`config.mk`:
```
export PLATFORM = sky130hd
export DESIGN_NAME = atx_heading_detector_unit
export DESIGN_NICKNAME = d
export VERILOG_FILES = /design/src/atx_hd_pkg.sv /design/src/atx_heading_detector_unit.sv /design/src/atx_hd_scan.sv
export SDC_FILE = /design/constraint.sdc
export NUM_CORES = 1
export LEC_CHECK = 0
export BUFFER_PORTS_ARGS = -buffer_cell sky130_fd_sc_hd__buf_2
export CAP_MARGIN = 5
export CORE_UTILIZATION = 50
export DETAILED_ROUTE_END_ITERATION = 16
export PLACE_DENSITY = 0.71
export SYNTH_ARGS = -nofsm -noshare
export SYNTH_HDL_FRONTEND = slang
export SYNTH_SLANG_ARGS = --single-unit
```
`constraint.sdc`:
```
create_clock -name clk -period 7.9 [get_ports clk]
set_clock_uncertainty 0.1 [all_clocks]
set_input_delay 1.58 -clock clk [delete_from_list [all_inputs] [get_ports clk]]
set_output_delay 1.58 -clock clk [all_outputs]
set_load 0.01 [all_outputs]
```
`src/atx_hd_pkg.sv`:
```
package atx_hd_pkg;

  // Width of every position field on the result channel.
  localparam int OUT_POS_W = 16;
  localparam int LEVEL_W   = 3;

  // Default width of the internal position counter.
  localparam int POS_BITS_DEF = 16;

  // Character codes the scanner looks for.
  localparam logic [7:0] CH_HASH  = 8'h23;
  localparam logic [7:0] CH_SPACE = 8'h20;
  localparam logic [7:0] CH_NL    = 8'h0A;

  // Deepest heading level.
  localparam logic [LEVEL_W-1:0] MAX_LEVEL = 3'd6;

  // Line scanner phase, one-hot.
  typedef enum logic [3:0] {
    PH_LINE = 4'b0001,
    PH_HASH = 4'b0010,
    PH_TEXT = 4'b0100,
    PH_SKIP = 4'b1000
  } phase_t;

  // One heading report.
  typedef struct packed {
    logic [LEVEL_W-1:0]   level;
    logic [OUT_POS_W-1:0] heading_start;
    logic [OUT_POS_W-1:0] text_begin;
    logic [OUT_POS_W-1:0] text_stop;
    logic [OUT_POS_W-1:0] heading_stop;
  } heading_t;

endpackage

```
`src/atx_heading_detector_unit.sv`:
```
// ATX heading detector.
// The input channel (in_valid, in_stall, in_byte, in_last) takes a document
// one byte per request; in_last marks the final byte of a document. The
// result channel (out_valid, out_stall and the field ports) carries one
// request for each heading found, in document order.
// A byte is accepted in every cycle that in_valid is high and in_stall low,
// so the sustained rate is one byte per cycle. The scanner state is a single
// register stage updated by compare logic on the accepted byte.
// A report for the byte that completes the heading (its newline or the final
// byte of the document) is registered in the output or skid register.
// When the receiver stalls, the pending report holds on the output register
// and one more report can wait in a skid register; only when that register
// is occupied does in_stall rise, and it falls as soon as the output drains.
// Synchronous reset (rst_n low) empties both registers and returns the
// scanner to the start of a document at position zero.
module atx_heading_detector_unit #(
  parameter int POS_BITS = atx_hd_pkg::POS_BITS_DEF
) (
  input  logic                                  clk,
  input  logic                                  rst_n,
  input  logic                                  in_valid,
  output logic                                  in_stall,
  input  logic [7:0]                            in_byte,
  input  logic                                  in_last,
  output logic                                  out_valid,
  input  logic                                  out_stall,
  output logic [atx_hd_pkg::LEVEL_W-1:0]        out_level,
  output logic [atx_hd_pkg::OUT_POS_W-1:0]      out_heading_start,
  output logic [atx_hd_pkg::OUT_POS_W-1:0]      out_text_begin,
  output logic [atx_hd_pkg::OUT_POS_W-1:0]      out_text_stop,
  output logic [atx_hd_pkg::OUT_POS_W-1:0]      out_heading_stop
);
  import atx_hd_pkg::*;

  logic     accept;
  logic     emit;
  heading_t result;
  logic     out_free;

  logic     out_v_r;
  heading_t out_r;
  logic     skid_v_r;
  heading_t skid_r;

  assign in_stall = skid_v_r;
  assign accept   = in_valid && !skid_v_r;
  assign out_free = !out_v_r || !out_stall;

  atx_hd_scan #(
    .POS_BITS(POS_BITS)
  ) u_scan (
    .clk     (clk),
    .rst_n   (rst_n),
    .accept  (accept),
    .in_byte (in_byte),
    .in_last (in_last),
    .emit    (emit),
    .result  (result)
  );

  // Output register with one skid entry behind it.
  always_ff @(posedge clk) begin
    if (!rst_n) begin
      out_v_r  <= 1'b0;
      skid_v_r <= 1'b0;
    end else if (out_free) begin
      if (skid_v_r) begin
        out_v_r  <= 1'b1;
        skid_v_r <= 1'b0;
      end else begin
        out_v_r <= accept && emit;
      end
    end else if (accept && emit) begin
      skid_v_r <= 1'b1;
    end
  end

  // Payload registers need no reset.
  always_ff @(posedge clk) begin
    if (out_free) begin
      out_r <= skid_v_r ? skid_r : result;
    end else if (accept && emit) begin
      skid_r <= result;
    end
  end

  assign out_valid         = out_v_r;
  assign out_level         = out_r.level;
  assign out_heading_start = out_r.heading_start;
  assign out_text_begin    = out_r.text_begin;
  assign out_text_stop     = out_r.text_stop;
  assign out_heading_stop  = out_r.heading_stop;

endmodule

```
`src/atx_hd_scan.sv`:
```
module atx_hd_scan #(
  parameter int POS_BITS = atx_hd_pkg::POS_BITS_DEF
) (
  input  logic                 clk,
  input  logic                 rst_n,
  input  logic                 accept,
  input  logic [7:0]           in_byte,
  input  logic                 in_last,
  output logic                 emit,
  output atx_hd_pkg::heading_t result
);
  import atx_hd_pkg::*;

  localparam logic [POS_BITS-1:0] POS_MAX = {POS_BITS{1'b1}};

  phase_t              phase_r, phase_nxt;
  logic [LEVEL_W-1:0]  hash_r, hash_nxt;
  logic [POS_BITS-1:0] pos_r, pos_nxt;
  logic [POS_BITS-1:0] start_r, start_nxt;
  logic [POS_BITS-1:0] text_r, text_nxt;
  logic [POS_BITS-1:0] content_r, content_nxt;

  logic [POS_BITS-1:0] pos_inc;
  logic [POS_BITS-1:0] tb, ts, hs;
  logic                line_end;

  // Saturating position of the following byte.
  assign pos_inc = (pos_r == POS_MAX) ? pos_r : pos_r + 1'b1;

  // Next-state and report logic for one byte.
  always_comb begin
    phase_nxt   = phase_r;
    hash_nxt    = hash_r;
    start_nxt   = start_r;
    text_nxt    = text_r;
    content_nxt = content_r;
    pos_nxt     = pos_inc;
    emit        = 1'b0;
    tb          = pos_inc;
    ts          = pos_inc;
    hs          = pos_inc;
    line_end    = 1'b0;

    unique case (phase_r)
      PH_LINE: begin
        if (in_byte == CH_HASH) begin
          hash_nxt  = 3'd1;
          start_nxt = pos_r;
          if (in_last) begin
            emit = 1'b1;
          end else begin
            phase_nxt = PH_HASH;
          end
        end else if (in_byte == CH_NL) begin
          line_end = 1'b1;
        end else begin
          phase_nxt = PH_SKIP;
        end
      end
      PH_HASH: begin
        if (in_byte == CH_HASH) begin
          if (hash_r < MAX_LEVEL) begin
            hash_nxt = hash_r + 1'b1;
            emit     = in_last;
          end else begin
            phase_nxt = PH_SKIP;
          end
        end else if (in_byte == CH_SPACE) begin
          text_nxt    = pos_inc;
          content_nxt = pos_inc;
          if (in_last) begin
            emit = 1'b1;
          end else begin
            phase_nxt = PH_TEXT;
          end
        end else if (in_byte == CH_NL) begin
          // Hashes closed by a newline: empty text at the newline.
          emit     = 1'b1;
          tb       = pos_r;
          ts       = pos_r;
          line_end = 1'b1;
        end else begin
          phase_nxt = PH_SKIP;
        end
      end
      PH_TEXT: begin
        tb = text_r;
        if (in_byte == CH_NL) begin
          emit     = 1'b1;
          ts       = content_r;
          line_end = 1'b1;
        end else begin
          // Trailing spaces and hashes do not extend the text.
          if (in_byte != CH_SPACE && in_byte != CH_HASH) begin
            content_nxt = pos_inc;
          end
          ts   = content_nxt;
          emit = in_last;
        end
      end
      PH_SKIP: begin
        line_end = (in_byte == CH_NL);
      end
      default: begin
        phase_nxt = PH_LINE;
      end
    endcase

    // The final byte closes the document and starts over at position zero.
    if (in_last) begin
      phase_nxt   = PH_LINE;
      hash_nxt    = '0;
      start_nxt   = '0;
      text_nxt    = '0;
      content_nxt = '0;
      pos_nxt     = '0;
    end else if (line_end) begin
      phase_nxt = PH_LINE;
    end
  end

  // Report fields, fitted to the result width.
  always_comb begin
    result.level         = hash_nxt;
    result.heading_start = OUT_POS_W'(start_nxt);
    result.text_begin    = OUT_POS_W'(tb);
    result.text_stop     = OUT_POS_W'(ts);
    result.heading_stop  = OUT_POS_W'(hs);
    if (in_last) begin
      result.level         = (phase_r == PH_LINE) ? 3'd1 : hash_r + 3'(phase_r == PH_HASH
                             && in_byte == CH_HASH);
      result.heading_start = (phase_r == PH_LINE) ? OUT_POS_W'(pos_r) : OUT_POS_W'(start_r);
    end
  end

  // Scanner state, advanced on every accepted byte.
  always_ff @(posedge clk) begin
    if (!rst_n) begin
      phase_r   <= PH_LINE;
      hash_r    <= '0;
      pos_r     <= '0;
      start_r   <= '0;
      text_r    <= '0;
      content_r <= '0;
    end else if (accept) begin
      phase_r   <= phase_nxt;
      hash_r    <= hash_nxt;
      pos_r     <= pos_nxt;
      start_r   <= start_nxt;
      text_r    <= text_nxt;
      content_r <= content_nxt;
    end
  end

endmodule
```
==> results_dict.tcl, run 1 <==
set metrics [dict create \
    status "complete, no violations" \
    cp.arrival_ps 4890 \
    reg2reg_slack_ps 3690 \
    vias 6893 \
    synth_edf_count 134 \
    min_period_ps 4860 \
    grt_pass1_wl_um 36000 \
    grt_overflow_total 0 \
    crit_fanout 51 \
    dieArea_sq_mm 0.0195 \
    crit_path_start_kind "input pin" \
    reg2reg_from "u_scan.phase_r[1]" \
    finalMaxSlewViolations 0 \
    finalSetupViolations 0 \
    syn_inst 835 \
    hold_buffers 0 \
    cpLargestDelayFamily "simple AND/OR/NAND/NOR gates" \
    die_h_um 139 \
    power_leakage_nw 4.24 \
    maxCapViolations 0 \
    worst_path_most_repeated_cell "nor3_4" \
    cts_resized 0 \
    hold_path_startpoint "u_scan.content_r[8]" \
    crit_required_ps 7930 \
    fin_util 0.586 \
    layout-drive-gt1-share 0.234 \
    ys.flop_type "edfxtp_1" \
    hold_class "flop to flop" \
    worst_r2r_endpoint "skid_r[30]" \
    slowest_delay_ps 780 \
    post_dp_cell_area_sq_mm 0.00997 \
    worst_r2r_path_depth 5 \
    design_area_sq_mm 0.0107 \
    clk_pin_slew_ps 60 \
    grt_pass1_vias 6438 \
    ir_worst_vdd_mv 0.128 \
    core_sq_mm 0.0183 \
    final_nets 905 \
    syn_nets 852 \
    portBuffers 81 \
    ys_seq_area_frac 0.580 \
    p_per_area_mw_per_mm2 211 \
    fmax_mhz 206 \
    clk_latency_ps 510 \
    fin_total_pwr_mw 2.26 \
    critPathSlowestCell "nor3_4" \
    drcViolationCount 0 \
    clock_sinks 207 \
    clk_path_buf_depth 3 \
    worstMarginPinSlew_ps 1170 \
    syn-cell-area_sq_mm 0.00945 \
    gp_congestion 0.979 \
    grt_max_degree 63 \
    area_delta_synth_final_pct 13.3 \
    io_pins 82 \
    tns_ps 0 \
    worstPathCellList "buf_2 > or4_1 > nor3_4 > nor3_1 > nor3_4 > buf_4" \
    holdPathStages 2 \
    async_flop_share 0 \
    rows 49 \
    worstSetupPathType "input pin to flop" \
    ctsRootBufferMaster "clkbuf_16" \
    antenna_cells 0 \
    hold_violations 0 \
    max_slew_margin 0.217 \
    cts_setup_buffers 0 \
    grt_use_total 0.235 \
    critPathCaptureType "flop" \
    drt_iter0_drc 667 \
    cts-buffers-inserted 23 \
    dr.pass1.iters 5 \
    cts_htree_levels 1 \
    rsz0062_at_grt "no" \
    wl_per_cell_um 20.1 \
    ys_warn_count 0 \
    cts_tree "yes" \
    worst_hold_path.endpoint "u_scan.content_r[8]" \
    avgViaCountPerCell 6.08 \
    dpl.hpwl_um 14900 \
    period_share 0.615 \
    wl_um 22700 \
    antenna_left 0 \
    die_w_um 139 \
    syn_area_per_cell_sq_um 11.3 \
    start_util 0.517 \
    grt_antenna_before_repair 0 \
    synth_cell_types 73 \
    final_common_cell "edfxtp_1" \
    cp_num_buf_inv 2 \
    layout_common_cells "edfxtp_1, buf_2, nand2_1, mux2_2, dfxtp_1" \
    synth-seq-cells 207 \
]
[per-stage QoR]
step                      std cells  hold slack, ps  setup slack, ps
after floorplan                 835             324             1820
after global placement         1092             334             2550
after detailed placement       1092             344             2490
after CTS                      1134             355             3000
after global routing           1134             372             2840
final                          1134             355             3040
[worst register-to-register path: stages, from the launching register on]
cell and delay, ps:
dfxtp_1 610, or4b_1 680, nor3_4 730, nor3_1 200, nor3_4 780, buf_4 700
[worst max path at each step]
stage | startpoint | end | slack (ps) | cells after the start
4_1_cts | in_byte[7] | skid_r[28] | 3000 | 6
3_5_place_dp | in_byte[7] | skid_r[6] | 2490 | 6
2_1_floorplan | in_byte[7] | skid_r[0] | 1820 | 6
6_report | in_byte[7] | skid_r[30] | 3040 | 6
3_3_place_gp | in_byte[7] | skid_r[29] | 2550 | 6
5_1_grt | in_byte[7] | skid_r[28] | 2840 | 6
[layout make-up]
type,count,area [sq um]
Fill cell,1525,7560
Multi-Input combinational cell,547,3650
Clock inverter,9,120
Inverter,18,67.6
Clock buffer,33,613
Tap cell,229,287
Sequential cell,207,5490
Timing Repair Buffer,91,480
[synth_stat cells (5+ instances only)]
master | count | area [sq um]
edfxtp_1 | 134 | 4020
nand2_1 | 81 | 304
dfxtp_1 | 73 | 1460
mux2_2 | 73 | 822
nor2_1 | 63 | 236
a21oi_1 | 52 | 260
o21ai_0 | 42 | 210
clkbuf_1 | 37 | 139
a22oi_1 | 28 | 210
nand3_1 | 23 | 115
buf_2 | 19 | 95.1
nor3_1 | 18 | 90.1
inv_1 | 16 | 60.1
nand4_1 | 14 | 87.6
a22o_1 | 10 | 87.6
nor4_1 | 10 | 62.6
mux2i_1 | 9 | 90.1
xnor2_1 | 9 | 78.8
a21o_1 | 8 | 60.1
and2_1 | 6 | 37.5
a31oi_1 | 5 | 31.3
and3_1 | 5 | 31.3
and4_1 | 5 | 43.8
o31a_1 | 5 | 43.8
[logic make-up after synthesis]
logic type	share of synthesized area
AO/OA/AOI/OAI	0.135
XOR/XNOR	0.00927
adder cells (fa/ha/maj)	0.00530
buffers and inverters	0.0365
flip-flops	0.580
multiplexers	0.0965
AND/OR/NAND/NOR	0.137
[metal layers]
| metal | GRT usage | share of wire | up-vias |
|---|---|---|---|
| li1 | - | - | 3242 |
| met1 | 0.345 | 0.46 | 3324 |
| met2 | 0.358 | 0.44 | 285 |
| met3 | 0.0385 | 0.073 | 42 |
| met4 | 0.0696 | 0.028 | 0 |
| met5 | 0 | 0 | - |
[report_power, final]
group | internal [mW] | switching [mW]
clock | 0.637 | 0.411
combinational | 0.0200 | 0.0470
sequential | 1.14 | 0.00397
total | 1.80 | 0.462
[registers in the layout, summed over array words and instances (netlist names), 3 cells and up]
register / cells
skid_r: 67
out_heading_start: 16
out_heading_stop: 16
out_text_begin: 16
out_text_stop: 16
u_scan.content_r: 16
u_scan.pos_r: 16
u_scan.start_r: 16
u_scan.text_r: 16
u_scan.phase_r: 4
out_level: 3
u_scan.hash_r: 3
Power figures use the tool's default switching activity.
==> run 2, diff against run 1 <==
--- a/config.mk
+++ b/config.mk
@@ -9,7 +9,7 @@
 export CAP_MARGIN = 5
 export CORE_UTILIZATION = 50
 export DETAILED_ROUTE_END_ITERATION = 16
-export PLACE_DENSITY = 0.71
+export PLACE_DENSITY = 0.69
 export SYNTH_ARGS = -nofsm -noshare
 export SYNTH_HDL_FRONTEND = slang
 export SYNTH_SLANG_ARGS = --single-unit
==> constraint.sdc (replaced) <==
create_clock -name clk -period 4.96 [get_ports clk]
set_clock_uncertainty 0.1 [all_clocks]
set_input_delay 0.992 -clock clk [delete_from_list [all_inputs] [get_ports clk]]
set_output_delay 0.992 -clock clk [all_outputs]
set_load 0.01 [all_outputs]
==> results_dict.tcl, run 2 (synthesis results as in run 1) <==
set metrics [dict create \
    grt_use_total 0.233 \
    portBuffers 81 \
    dpl.hpwl_um 14700 \
    cts_tree "yes" \
    hold_violations 0 \
    min_period_ps 3340 \
    grt_pass1_vias 6376 \
    grt_antenna_before_repair 0 \
    io_pins 82 \
    worstMarginPinSlew_ps 1040 \
    cp.arrival_ps 3480 \
    cts_htree_levels 1 \
    wl_um 22500 \
    finalMaxSlewViolations 0 \
    die_w_um 139 \
    power_leakage_nw 4.26 \
    vias 6826 \
    die_h_um 139 \
    dr_wl_met2_um 9790 \
    largest_reg_flops 67 \
    fmax_mhz 300 \
    drcViolationCount 0 \
    regMostFlops "skid_r" \
    final_common_cell "edfxtp_1" \
    layout-drive-gt1-share 0.242 \
    cts_setup_buffers 0 \
    finalSetupViolations 0 \
    crit_fanout 11 \
    drt_iter0_drc 601 \
    tns_ps 0 \
    avgViaCountPerCell 6.01 \
    post_dp_cell_area_sq_mm 0.0100 \
    antenna_left 0 \
    core_sq_mm 0.0183 \
    wl_met3_um 1500 \
    routed.top_layer "met4" \
    clk_pin_slew_ps 60 \
    status "complete, no violations" \
    rows 49 \
    ctsRootBufferMaster "clkbuf_16" \
    hold_buffers 0 \
    design_area_sq_mm 0.0107 \
    p_per_area_mw_per_mm2 330 \
    worst_r2r_endpoint "out_text_stop[10]" \
    wl_met1_um 10500 \
    rsz0062_at_grt "no" \
    cts_resized 0 \
    crit_required_ps 5110 \
    cts-buffers-inserted 21 \
    worstSetupPathType "flop to flop" \
    final_nets 908 \
    gp_congestion 0.899 \
    hold_path_startpoint "u_scan.content_r[0]" \
    area_delta_synth_final_pct 13.4 \
    grt_overflow_total 0 \
    worst_hold_path.endpoint "u_scan.content_r[0]" \
    max_slew_margin 0.305 \
    hold_class "flop to flop" \
    antenna_cells 0 \
    clk_latency_ps 490 \
    period_share 0.673 \
    holdWs_ps 357 \
    grt_pass1_wl_um 35900 \
    maxCapViolations 0 \
    reg2reg_slack_ps 1620 \
    reg2reg_from "u_scan.pos_r[0]" \
    grt_max_degree 71 \
    dr.pass1.iters 5 \
    holdPathStages 2 \
    dieArea_sq_mm 0.0195 \
    ir_worst_vdd_mv 0.226 \
    worst_r2r_path_depth 9 \
    clk_path_buf_depth 3 \
    start_util 0.517 \
    wl_per_cell_um 19.8 \
    layout_common_cells "edfxtp_1, buf_2, nand2_1, mux2_2, dfxtp_1" \
    clock_sinks 207 \
    critPathCaptureType "flop" \
    crit_path_start_kind "flop" \
]
[run 2: cell types whose count changed in the layout (fill, tap and decap cells not counted), sizes merged]
cell,before,now
buf,91,96
clkinvlp,0,1
inv,19,20
clkbuf,33,31
bufinv,3,2
clkinv,5,2
[run 2: worst max path at each step]
stage,slack [ps],to,startpoint
2_1_floorplan,480,skid_r[0],in_byte[7]
3_5_place_dp,1210,skid_r[50],in_byte[7]
3_3_place_gp,1230,skid_r[50],in_byte[7]
5_1_grt,1400,out_text_stop[2],u_scan.phase_r[1]
6_report,1620,out_text_stop[10],u_scan.pos_r[0]
4_1_cts,1700,out_text_stop[2],u_scan.phase_r[1]
[run 2: power by group]
part	internal, mW	switching [mW]	leakage [nW]
Combinational	0.0330	0.0735	1.95
Sequential	1.82	0.00802	1.97
Clock	0.966	0.639	0.343
Total	2.82	0.721	4.26
[run 2: layout make-up]
class                      instances  area, sq um
fill                            1542         7550
inverter                          18         67.6
timing repair buffer              96          518
clock inverter                     7         91.3
sequential                       207         5490
clock buffer                      31          614
multi-input combinational        547         3650
tap                              229          287
[run 2: per-layer routing]
| metal | GRT usage | vias up |
|---|---|---|
| met3 | 0.0351 | 50 |
| met5 | 0 | - |
| met1 | 0.345 | 3238 |
| met2 | 0.352 | 288 |
| li1 | - | 3250 |
| met4 | 0.0766 | 0 |
[run 2: stage by stage]
step | total power, mW | utilization | setup slack [ps] | instances
after global routing | 3.64 | 0.587 | 1400 | 1135
after detailed placement | 1.97 | 0.548 | 1210 | 1097
after global placement | 1.97 | 0.548 | 1230 | 1097
final | 3.54 | 0.587 | 1620 | 1135
after floorplan | 1.94 | - | 484 | 835
after CTS | 3.57 | 0.587 | 1700 | 1135
[run 2: worst max-delay path, cell delays in order (launching register included)]
cell and delay, ps:
dfxtp_1 630, ha_1 340, nand3_1 200, nor3_1 630, nand2_1 210, o21ai_0 210
inv_1 140, mux2i_1 190, o22ai_2 130, mux2_2 300
